--- src/hdl/gate_flag_mask_editor_core_assert.svh ---
// Assertion macros shared by the gate flag mask editor RTL.
`ifndef GATE_FLAG_MASK_EDITOR_CORE_ASSERT_SVH
`define GATE_FLAG_MASK_EDITOR_CORE_ASSERT_SVH

// Same-cycle implication, sampled on i_clk and disabled during reset.
`define GFME_ASSERT_IMP(lbl, ant, cons) \
    lbl: assert property (@(posedge i_clk) disable iff (!i_rst_n) (ant) |-> (cons)) \
        else $error("gfme assertion failed");

// Next-cycle implication, sampled on i_clk and disabled during reset.
`define GFME_ASSERT_NXT(lbl, ant, cons) \
    lbl: assert property (@(posedge i_clk) disable iff (!i_rst_n) (ant) |=> (cons)) \
        else $error("gfme assertion failed");

`endif

--- src/hdl/gfme_pkg.sv ---
// Types and constants of the gate flag mask editor.
package gfme_pkg;

    localparam int DEF_GATE_DEPTH = 2048;

    localparam int GATE_W   = 11;
    localparam int SAMPLE_W = 16;
    localparam int TDATA_W  = 32;
    localparam int CFG_IDX_W  = 3;
    localparam int CFG_DATA_W = 16;

    localparam logic signed [23:0] SAMPLE_MAX = 24'sd32767;
    localparam logic signed [23:0] SAMPLE_MIN = -24'sd32768;

    localparam logic [CFG_IDX_W-1:0] CFG_OP        = 3'd0;
    localparam logic [CFG_IDX_W-1:0] CFG_CMP_MODE  = 3'd1;
    localparam logic [CFG_IDX_W-1:0] CFG_THR_LOW   = 3'd2;
    localparam logic [CFG_IDX_W-1:0] CFG_THR_HIGH  = 3'd3;
    localparam logic [CFG_IDX_W-1:0] CFG_BAD_VALUE = 3'd4;
    localparam logic [CFG_IDX_W-1:0] CFG_ADD_CONST = 3'd5;
    localparam logic [CFG_IDX_W-1:0] CFG_GAIN      = 3'd6;

    localparam logic signed [SAMPLE_W-1:0] BAD_VALUE_RST = -16'sd32768;
    localparam logic signed [SAMPLE_W-1:0] GAIN_RST      = 16'sd256;

    typedef enum logic [3:0] {
        OP_SET        = 4'd0,
        OP_AND        = 4'd1,
        OP_OR         = 4'd2,
        OP_XOR        = 4'd3,
        OP_COPY       = 4'd4,
        OP_COMPLEMENT = 4'd5,
        OP_CLEAR      = 4'd6,
        OP_ASSERT     = 4'd7,
        OP_ADD        = 4'd8,
        OP_MULTIPLY   = 4'd9
    } t_op;

    typedef enum logic [1:0] {
        CMP_BELOW   = 2'd0,
        CMP_ABOVE   = 2'd1,
        CMP_BETWEEN = 2'd2
    } t_cmp;

    typedef enum logic [1:0] {
        EDIT_NONE = 2'd0,
        EDIT_BAD  = 2'd1,
        EDIT_ADD  = 2'd2,
        EDIT_MUL  = 2'd3
    } t_edit;

endpackage

--- src/hdl/gate_flag_mask_editor_core.sv ---
// Gate flag mask editor: per-gate flag store with threshold, copy and sample edits.
// A request goes through stage A, stage B and the output register to m_tvalid.
// Throughput: one gate per cycle while neither m_tready nor a clearing pass stalls it;
// the flag store read-modify-write is closed by a bypass. Reset (synchronous, active
// low) clears the pipeline and starts a clearing pass over the whole flag store with
// s_tready low; configuration writes are taken. Registers return to their reset values.
module gate_flag_mask_editor_core #(
    parameter int GATE_DEPTH = gfme_pkg::DEF_GATE_DEPTH
) (
    input  logic                              i_clk,
    input  logic                              i_rst_n,
    // Configuration write port.
    input  logic                              i_cfg_we,
    input  logic [gfme_pkg::CFG_IDX_W-1:0]    i_cfg_idx,
    input  logic [gfme_pkg::CFG_DATA_W-1:0]   i_cfg_data,
    // Gate requests in.
    input  logic                              s_tvalid,
    output logic                              s_tready,
    input  logic [gfme_pkg::TDATA_W-1:0]      s_tdata,   // gate_index[10:0], sample[26:11]
    input  logic                              s_tuser,   // in_boundary[0]
    // Edited gates out.
    output logic                              m_tvalid,
    input  logic                              m_tready,
    output logic [gfme_pkg::TDATA_W-1:0]      m_tdata,   // gate_out[10:0], value_out[26:11]
    output logic                              m_tuser    // flag_out[0]
);
    import gfme_pkg::*;

    `include "gate_flag_mask_editor_core_assert.svh"

    localparam int AW = (GATE_DEPTH > 1) ? $clog2(GATE_DEPTH) : 1;
    localparam logic [AW-1:0] LAST_ADDR = AW'(GATE_DEPTH - 1);

    // Configuration registers.
    t_op                         r_op;
    t_cmp                        r_cmp_mode;
    logic signed [SAMPLE_W-1:0]  r_thr_low;
    logic signed [SAMPLE_W-1:0]  r_thr_high;
    logic signed [SAMPLE_W-1:0]  r_bad_value;
    logic signed [SAMPLE_W-1:0]  r_add_const;
    logic signed [SAMPLE_W-1:0]  r_gain;

    always_ff @(posedge i_clk) begin
        if (!i_rst_n) begin
            r_op        <= OP_SET;
            r_cmp_mode  <= CMP_BELOW;
            r_thr_low   <= '0;
            r_thr_high  <= '0;
            r_bad_value <= BAD_VALUE_RST;
            r_add_const <= '0;
            r_gain      <= GAIN_RST;
        end else if (i_cfg_we) begin
            unique case (i_cfg_idx)
                CFG_OP:        r_op        <= t_op'(i_cfg_data[3:0]);
                CFG_CMP_MODE:  r_cmp_mode  <= t_cmp'(i_cfg_data[1:0]);
                CFG_THR_LOW:   r_thr_low   <= i_cfg_data;
                CFG_THR_HIGH:  r_thr_high  <= i_cfg_data;
                CFG_BAD_VALUE: r_bad_value <= i_cfg_data;
                CFG_ADD_CONST: r_add_const <= i_cfg_data;
                CFG_GAIN:      r_gain      <= i_cfg_data;
                default: begin
                end
            endcase
        end
    end

    // Input unpacking.
    logic [GATE_W-1:0]          in_gate;
    logic signed [SAMPLE_W-1:0] in_sample;
    logic [AW-1:0]              in_addr;
    logic                       in_inrange;

    assign in_gate    = s_tdata[GATE_W-1:0];
    assign in_sample  = s_tdata[GATE_W+SAMPLE_W-1:GATE_W];
    assign in_addr    = AW'(in_gate);
    assign in_inrange = (32'(in_gate) < 32'(GATE_DEPTH));

    // Pipeline control.
    logic r_clr_busy;
    logic [AW-1:0] r_clr_addr;
    logic r_a_valid, r_b_valid, r_o_valid;
    logic out_ready, b_ready, a_ready, accept, a_move, b_move;

    assign out_ready = !r_o_valid || m_tready;
    assign b_ready   = !r_b_valid || out_ready;
    assign a_ready   = !r_a_valid || b_ready;
    assign s_tready  = a_ready && !r_clr_busy;
    assign accept    = s_tvalid && s_tready;
    assign a_move    = r_a_valid && b_ready;
    assign b_move    = r_b_valid && out_ready;

    // Stage A: request registered, flag entry read from the store.
    logic [GATE_W-1:0]          r_a_gate;
    logic signed [SAMPLE_W-1:0] r_a_sample;
    logic                       r_a_bnd;
    logic                       r_a_inrange;
    logic                       r_a_hit;
    logic                       r_a_hitflag;
    logic                       r_rd;
    logic                       r_mem [GATE_DEPTH];

    logic                       n_flag;
    logic [AW-1:0]              mem_addr;
    logic                       mem_we;
    logic                       mem_wdata;

    always_comb begin
        if (r_clr_busy) begin
            mem_we    = 1'b1;
            mem_addr  = r_clr_addr;
            mem_wdata = 1'b0;
        end else begin
            mem_we    = a_move && r_a_inrange;
            mem_addr  = AW'(r_a_gate);
            mem_wdata = n_flag;
        end
    end

    always_ff @(posedge i_clk) begin
        if (mem_we) begin
            r_mem[mem_addr] <= mem_wdata;
        end
        if (accept) begin
            r_rd <= r_mem[in_addr];
        end
    end

    always_ff @(posedge i_clk) begin
        if (!i_rst_n) begin
            r_clr_busy <= 1'b1;
            r_clr_addr <= '0;
        end else if (r_clr_busy) begin
            r_clr_addr <= r_clr_addr + AW'(1);
            if (r_clr_addr == LAST_ADDR) begin
                r_clr_busy <= 1'b0;
            end
        end
    end

    always_ff @(posedge i_clk) begin
        if (!i_rst_n) begin
            r_a_valid <= 1'b0;
            r_a_hit   <= 1'b0;
        end else begin
            if (accept) begin
                r_a_valid <= 1'b1;
                // The store read misses a write to the same gate on this edge.
                r_a_hit   <= a_move && r_a_inrange && (r_a_gate == in_gate);
            end else if (a_move) begin
                r_a_valid <= 1'b0;
                r_a_hit   <= 1'b0;
            end
        end
    end

    always_ff @(posedge i_clk) begin
        if (accept) begin
            r_a_gate    <= in_gate;
            r_a_sample  <= in_sample;
            r_a_bnd     <= s_tuser;
            r_a_inrange <= in_inrange;
            r_a_hitflag <= n_flag;
        end
    end

    // Flag update, edit decision, product and sum, side by side.
    logic  f_old, smp_ok, cmp_hit;
    t_edit n_edit;
    logic signed [31:0]         n_prod;
    logic signed [SAMPLE_W-1:0] n_sum;

    assign f_old  = r_a_inrange && (r_a_hit ? r_a_hitflag : r_rd);
    assign smp_ok = (r_a_sample != r_bad_value);
    assign n_prod = 32'(r_a_sample) * 32'(r_gain);
    assign n_sum  = r_a_sample + r_add_const;

    always_comb begin
        unique case (r_cmp_mode)
            CMP_BELOW: cmp_hit = (r_a_sample < r_thr_low);
            CMP_ABOVE: cmp_hit = (r_a_sample > r_thr_low);
            default:   cmp_hit = (r_a_sample >= r_thr_low) && (r_a_sample <= r_thr_high);
        endcase
    end

    always_comb begin
        n_flag = f_old;
        n_edit = EDIT_NONE;
        unique case (r_op)
            OP_SET: n_flag = r_a_bnd && smp_ok && cmp_hit;
            OP_AND: begin
                if (r_a_bnd) begin
                    n_flag = smp_ok && f_old && cmp_hit;
                end
            end
            OP_OR: begin
                if (r_a_bnd && smp_ok) begin
                    n_flag = f_old || cmp_hit;
                end
            end
            OP_XOR: begin
                if (r_a_bnd && smp_ok) begin
                    n_flag = f_old ^ cmp_hit;
                end
            end
            OP_COPY: begin
                if (r_a_bnd) begin
                    n_flag = !smp_ok;
                end
            end
            OP_COMPLEMENT: n_flag = !f_old;
            OP_CLEAR:      n_flag = 1'b0;
            OP_ASSERT: begin
                if (r_a_bnd && f_old) begin
                    n_edit = EDIT_BAD;
                end
            end
            OP_ADD: begin
                if (r_a_bnd && smp_ok && f_old) begin
                    n_edit = EDIT_ADD;
                end
            end
            OP_MULTIPLY: begin
                if (r_a_bnd && smp_ok && f_old) begin
                    n_edit = EDIT_MUL;
                end
            end
            default: begin
            end
        endcase
    end

    // Stage B: new flag, edit kind, product and sum.
    logic [GATE_W-1:0]          r_b_gate;
    logic signed [SAMPLE_W-1:0] r_b_sample;
    logic signed [SAMPLE_W-1:0] r_b_sum;
    logic signed [31:0]         r_b_prod;
    logic                       r_b_flag;
    t_edit                      r_b_edit;

    always_ff @(posedge i_clk) begin
        if (!i_rst_n) begin
            r_b_valid <= 1'b0;
        end else if (b_ready) begin
            r_b_valid <= r_a_valid;
        end
    end

    always_ff @(posedge i_clk) begin
        if (a_move) begin
            r_b_gate   <= r_a_gate;
            r_b_sample <= r_a_sample;
            r_b_sum    <= n_sum;
            r_b_prod   <= n_prod;
            r_b_flag   <= n_flag;
            r_b_edit   <= n_edit;
        end
    end

    // Divide the Q8.8 product by 256 toward zero, then saturate.
    logic signed [31:0]         prod_adj;
    logic signed [23:0]         prod_q;
    logic signed [SAMPLE_W-1:0] prod_sat;
    logic signed [SAMPLE_W-1:0] n_value;

    assign prod_adj = r_b_prod + (r_b_prod[31] ? 32'sd255 : 32'sd0);
    assign prod_q   = prod_adj[31:8];

    always_comb begin
        if (prod_q > SAMPLE_MAX) begin
            prod_sat = SAMPLE_MAX[SAMPLE_W-1:0];
        end else if (prod_q < SAMPLE_MIN) begin
            prod_sat = SAMPLE_MIN[SAMPLE_W-1:0];
        end else begin
            prod_sat = prod_q[SAMPLE_W-1:0];
        end
    end

    always_comb begin
        unique case (r_b_edit)
            EDIT_BAD: n_value = r_bad_value;
            EDIT_ADD: n_value = r_b_sum;
            EDIT_MUL: n_value = prod_sat;
            default:  n_value = r_b_sample;
        endcase
    end

    // Output register.
    logic [GATE_W-1:0]          r_o_gate;
    logic signed [SAMPLE_W-1:0] r_o_value;
    logic                       r_o_flag;

    always_ff @(posedge i_clk) begin
        if (!i_rst_n) begin
            r_o_valid <= 1'b0;
        end else if (out_ready) begin
            r_o_valid <= r_b_valid;
        end
    end

    always_ff @(posedge i_clk) begin
        if (b_move) begin
            r_o_gate  <= r_b_gate;
            r_o_value <= n_value;
            r_o_flag  <= r_b_flag;
        end
    end

    assign m_tvalid = r_o_valid;
    assign m_tdata  = {(TDATA_W - GATE_W - SAMPLE_W)'(0), r_o_value, r_o_gate};
    assign m_tuser  = r_o_flag;

    // The clearing pass runs only with an empty pipeline and no request taken.
    `GFME_ASSERT_IMP(a_clr_empty, r_clr_busy, !s_tready && !r_a_valid && !r_b_valid && !r_o_valid)
    // A bypass hit belongs to a request held in stage A.
    `GFME_ASSERT_IMP(a_hit_valid, r_a_hit, r_a_valid)
    // A sample edit only happens on a flagged gate.
    `GFME_ASSERT_IMP(a_edit_flag, r_b_valid && (r_b_edit != EDIT_NONE), r_b_flag)
    // A stalled stage B keeps its gate.
    `GFME_ASSERT_NXT(a_b_hold, r_b_valid && !out_ready, r_b_valid && $stable(r_b_gate))

endmodule
--- config.mk ---
export PLATFORM = sky130hd
export DESIGN_NAME = gate_flag_mask_editor_core
export DESIGN_NICKNAME = d
export VERILOG_FILES = /design/src/hdl/gfme_pkg.sv /design/src/hdl/gate_flag_mask_editor_core.sv
export VERILOG_INCLUDE_DIRS = /design/src /design/src/hdl
export SDC_FILE = /design/constraint.sdc
export NUM_CORES = 2
export LEC_CHECK = 0
export BUFFER_PORTS_ARGS = -buffer_cell sky130_fd_sc_hd__buf_2
export CAP_MARGIN = 15
export CORE_MARGIN = 2
export CORE_UTILIZATION = 50
export CTS_CLUSTER_SIZE = 10
export DETAILED_ROUTE_END_ITERATION = 8
export PLACE_DENSITY = 0.68
export SLEW_MARGIN = 0
export SYNTH_ARGS = -nofsm -noshare
export SYNTH_HDL_FRONTEND = slang
export SYNTH_SLANG_ARGS = --single-unit
--- constraint.sdc ---
create_clock -name i_clk -period 56.1 [get_ports i_clk]
set_clock_uncertainty 0.15 [all_clocks]
set_input_delay 0 -clock i_clk [delete_from_list [all_inputs] [get_ports i_clk]]
set_output_delay 0 -clock i_clk [all_outputs]
set_load 0.01 [all_outputs]
==> impl_metrics.ini <==
[cts]
cts_buffers = 282
cts_tree = yes
ctsResizeCount = 0
cts_buffer_depth = 4
clkTransAtPathRegs_ps = 60
cts_root_buffer = clkbuf_16
cts.sinks = 2286
insertion_delay_ps = 930
htree_levels = 5

[setup_path]
required_ps = 56500
crit_start = r_a_sample[0]
r2r_cells = 21
rr_startpoint = r_a_sample[0]
arrival_ps = 8680
start_kind = flop
end_kind = flop
critPathKind = flop to flop
worst_r2r_endpoint = r_mem[1840]
rrSetupSlack_ps = 47820
worstPathMaxFanout = 286

[synth]
synth.largest_area_cell = edfxtp_1
synth.avg_cell_area_um2 = 13.58
yosys.area.top_type_share_pct = 60.21
syn-cell-area_mm2 = 0.1089
ys_seq_area_share_pct = 62.08
synth_edf_count = 2184
synth_area_leaders = edfxtp_1 60%, mux4_2 10%, nor2_1 7.5%, fa_1 4.8%, dfxtp_1 1.9%
ys_seq_elements = 2286
ys.flop_type = edfxtp_1
syn_inst = 8024
synth.distinct_cells = 75
async_reset_ff_share_pct = 0
yosys_warnings = 0

[floorplan]
die_h_um = 470.8
rows = 171
dieArea_mm2 = 0.2216
start_util_pct = 50.21
die_x_um = 470.8
ios = 92
core-area_mm2 = 0.2170

[placed_design]
port_buffers = 81
place_area_mm2 = 0.1113
dp_hpwl_mm = 156.6
post-place-ws_ps = 48280
gp_routability_congestion = 0.8481

[sta]
slew_headroom_pct = -7.346
setup_viol = 0
grt_setup_unrepaired = false
maxSlewViolCount = 120
hold_viol = 0
setup_tns_ps = 0
fin_ws_ps = 47820
hold_ws_ps = 72.21
tightest_slew_ps = 1610
fin_crit_sh_pct = 14.75
fmax_mhz = 120.8
fin_crit_ps = 8277

[grt]
overflow = 0
grt_max_degree = 309
antenna_found_initial = 9
grt_pass1_vias = 66921
grt_pass1_wl_mm = 423.3
grt_use_total_pct = 25.69

[hold_path]
whs_path_depth = 2
worst_hold_path_type = primary input to flop
whs_endpoint = r_a_gate[1]
hp-start = s_tdata[1]

[run_status]
outcome = finished with violations
violations = slew limit

[routing]
avgRoutedWirePerCell_um = 26.43
vias = 66994
drc = 0
drtAntennaViolNets = 0
drtPass1Iterations = 5
drt_iter0_drc = 8527
via_per_inst = 6.158
wl_mm = 287.5

[finish]
mostFrequentLayoutCell = edfxtp_1
nNetsFinal = 8423
final_cell_mix = 2184 x edfxtp_1, 2154 x nor2_1, 504 x mux4_2
syn_to_final_growth_pct = 10.49
final_layout_size_suffix_gt1_share_pct = 14.76
fin_area_mm2 = 0.1204

[flow_run]
maxCapViolCount = 0

[pwr]
p_leak_nw = 44.20
p_per_area_mw_per_mm2 = 29.70
total_power_mw = 3.575
ir_drop_mv = 0.02819
[per-stage QoR]
step / std cells / util [%]
CTS: 10858 / 55.23
detailed placement: 10416 / 51.32
finish: 10880 / 55.48
floorplan: 8028 / -
global placement: 10416 / 51.32
global route: 10878 / 55.48
[worst max-delay path, stage by stage (launching register included)]
cell and delay [ps]:
edfxtp_1 1000, inv_1 300, ha_1 280, nor2b_1 130
o21a_1 110, o21ai_0 70, nand2b_1 70, a211oi_1 60
o21ai_0 190, mux2_2 400, mux2i_1 340, mux2i_1 140
ha_1 300, inv_1 30, mux2i_1 130, o2111ai_1 130
a31oi_1 240, nor2b_1 190, a221o_4 450, buf_12 500
buf_12 570, buf_4 930
[flip-flops by register name, indices dropped and copies added (netlist names), 2 cells and up]
signal and flops:
r_add_const 16, r_a_gate 11, r_o_gate 11, r_b_sum 16
r_b_gate 11, r_clr_addr 11, r_b_edit 2, r_b_sample 16
r_mem 2048, r_gain 16, r_o_value 16, r_bad_value 16
r_a_sample 16, r_b_prod 32, r_op 4, r_cmp_mode 2
r_thr_low 16, r_thr_high 16
[cells in the mapped netlist, drive strengths merged, types with 7 or more instances]
cell,count
fa,263
mux2,90
a21o,11
nor4,14
a221oi,31
ha,138
o211ai,7
nand2b,31
nand2,475
and3,8
nor2,2167
mux4,509
mux2i,106
nand4,18
a21oi,90
buf,135
inv,342
o21ai,107
edfxtp,2184
or3,14
or2,9
nor3,43
a31oi,13
dfxtp,102
xor2,38
xnor2,56
a21boi,85
a22o,9
nand3,35
o221ai,55
nor2b,26
clkbuf,527
and2,140
a211oi,9
o22ai,61
[what timing repair did]
item                                   4_1_cts  5_1_grt
endpoints found under the hold margin      187        0
buffers inserted                             0        0
hold buffers                               100        0
[worst max-delay path by stage]
stage,end,cells after the start,slack (ps)
6_report,r_mem[1840],21,47820
5_1_grt,r_mem[104],21,47670
4_1_cts,r_mem[731],21,48280
3_5_place_dp,r_mem[645],21,48280
3_3_place_gp,r_b_prod[30],19,48550
2_1_floorplan,r_mem[0],19,22070
[area by class of cell]
class                           instances  area (µm²)
Antenna cell                            3       7.507
Clock buffer                          327        7321
Clock inverter                         15       173.9
Fill cell                           17116       96590
Inverter                              342        1285
Multi-Input combinational cell       4738       37450
Sequential cell                      2286       67630
Tap cell                             2854        3571
Timing Repair Buffer                  315        2928
[cells by family (layout without fill, tap and decap cells)]
logic type                 Yosys count  in the layout  share of synthesized area, %
and+or+nand+nor                   3003           3003                         11.14
DFF                               2286           2286                         62.08
buffers and inverters             1004            999                         3.856
muxes                              705            705                         12.45
AOI/OAI and AO/OA                  530            530                         3.297
adders and majority gates          401            401                         6.418
xor gates and xnor gates            94             94                        0.7558
other                                1              8                      0.003443
[report_power, final]
part           switching, mW  leakage [nW]  internal (mW)
registers            0.00268          25.6           1.85
clock network          0.645          3.66          0.917
logic                  0.107          15.0         0.0579
[layer usage]
metal | vias up | track usage (%) | wire (µm)
li1 | 28306 | - | -
met1 | 34665 | 34.85 | 109600
met2 | 3418 | 41.86 | 138100
met3 | 601 | 4.852 | 29570
met4 | 4 | 8.854 | 10220
met5 | - | 0 | 25
Power figures use the tool's default switching activity.
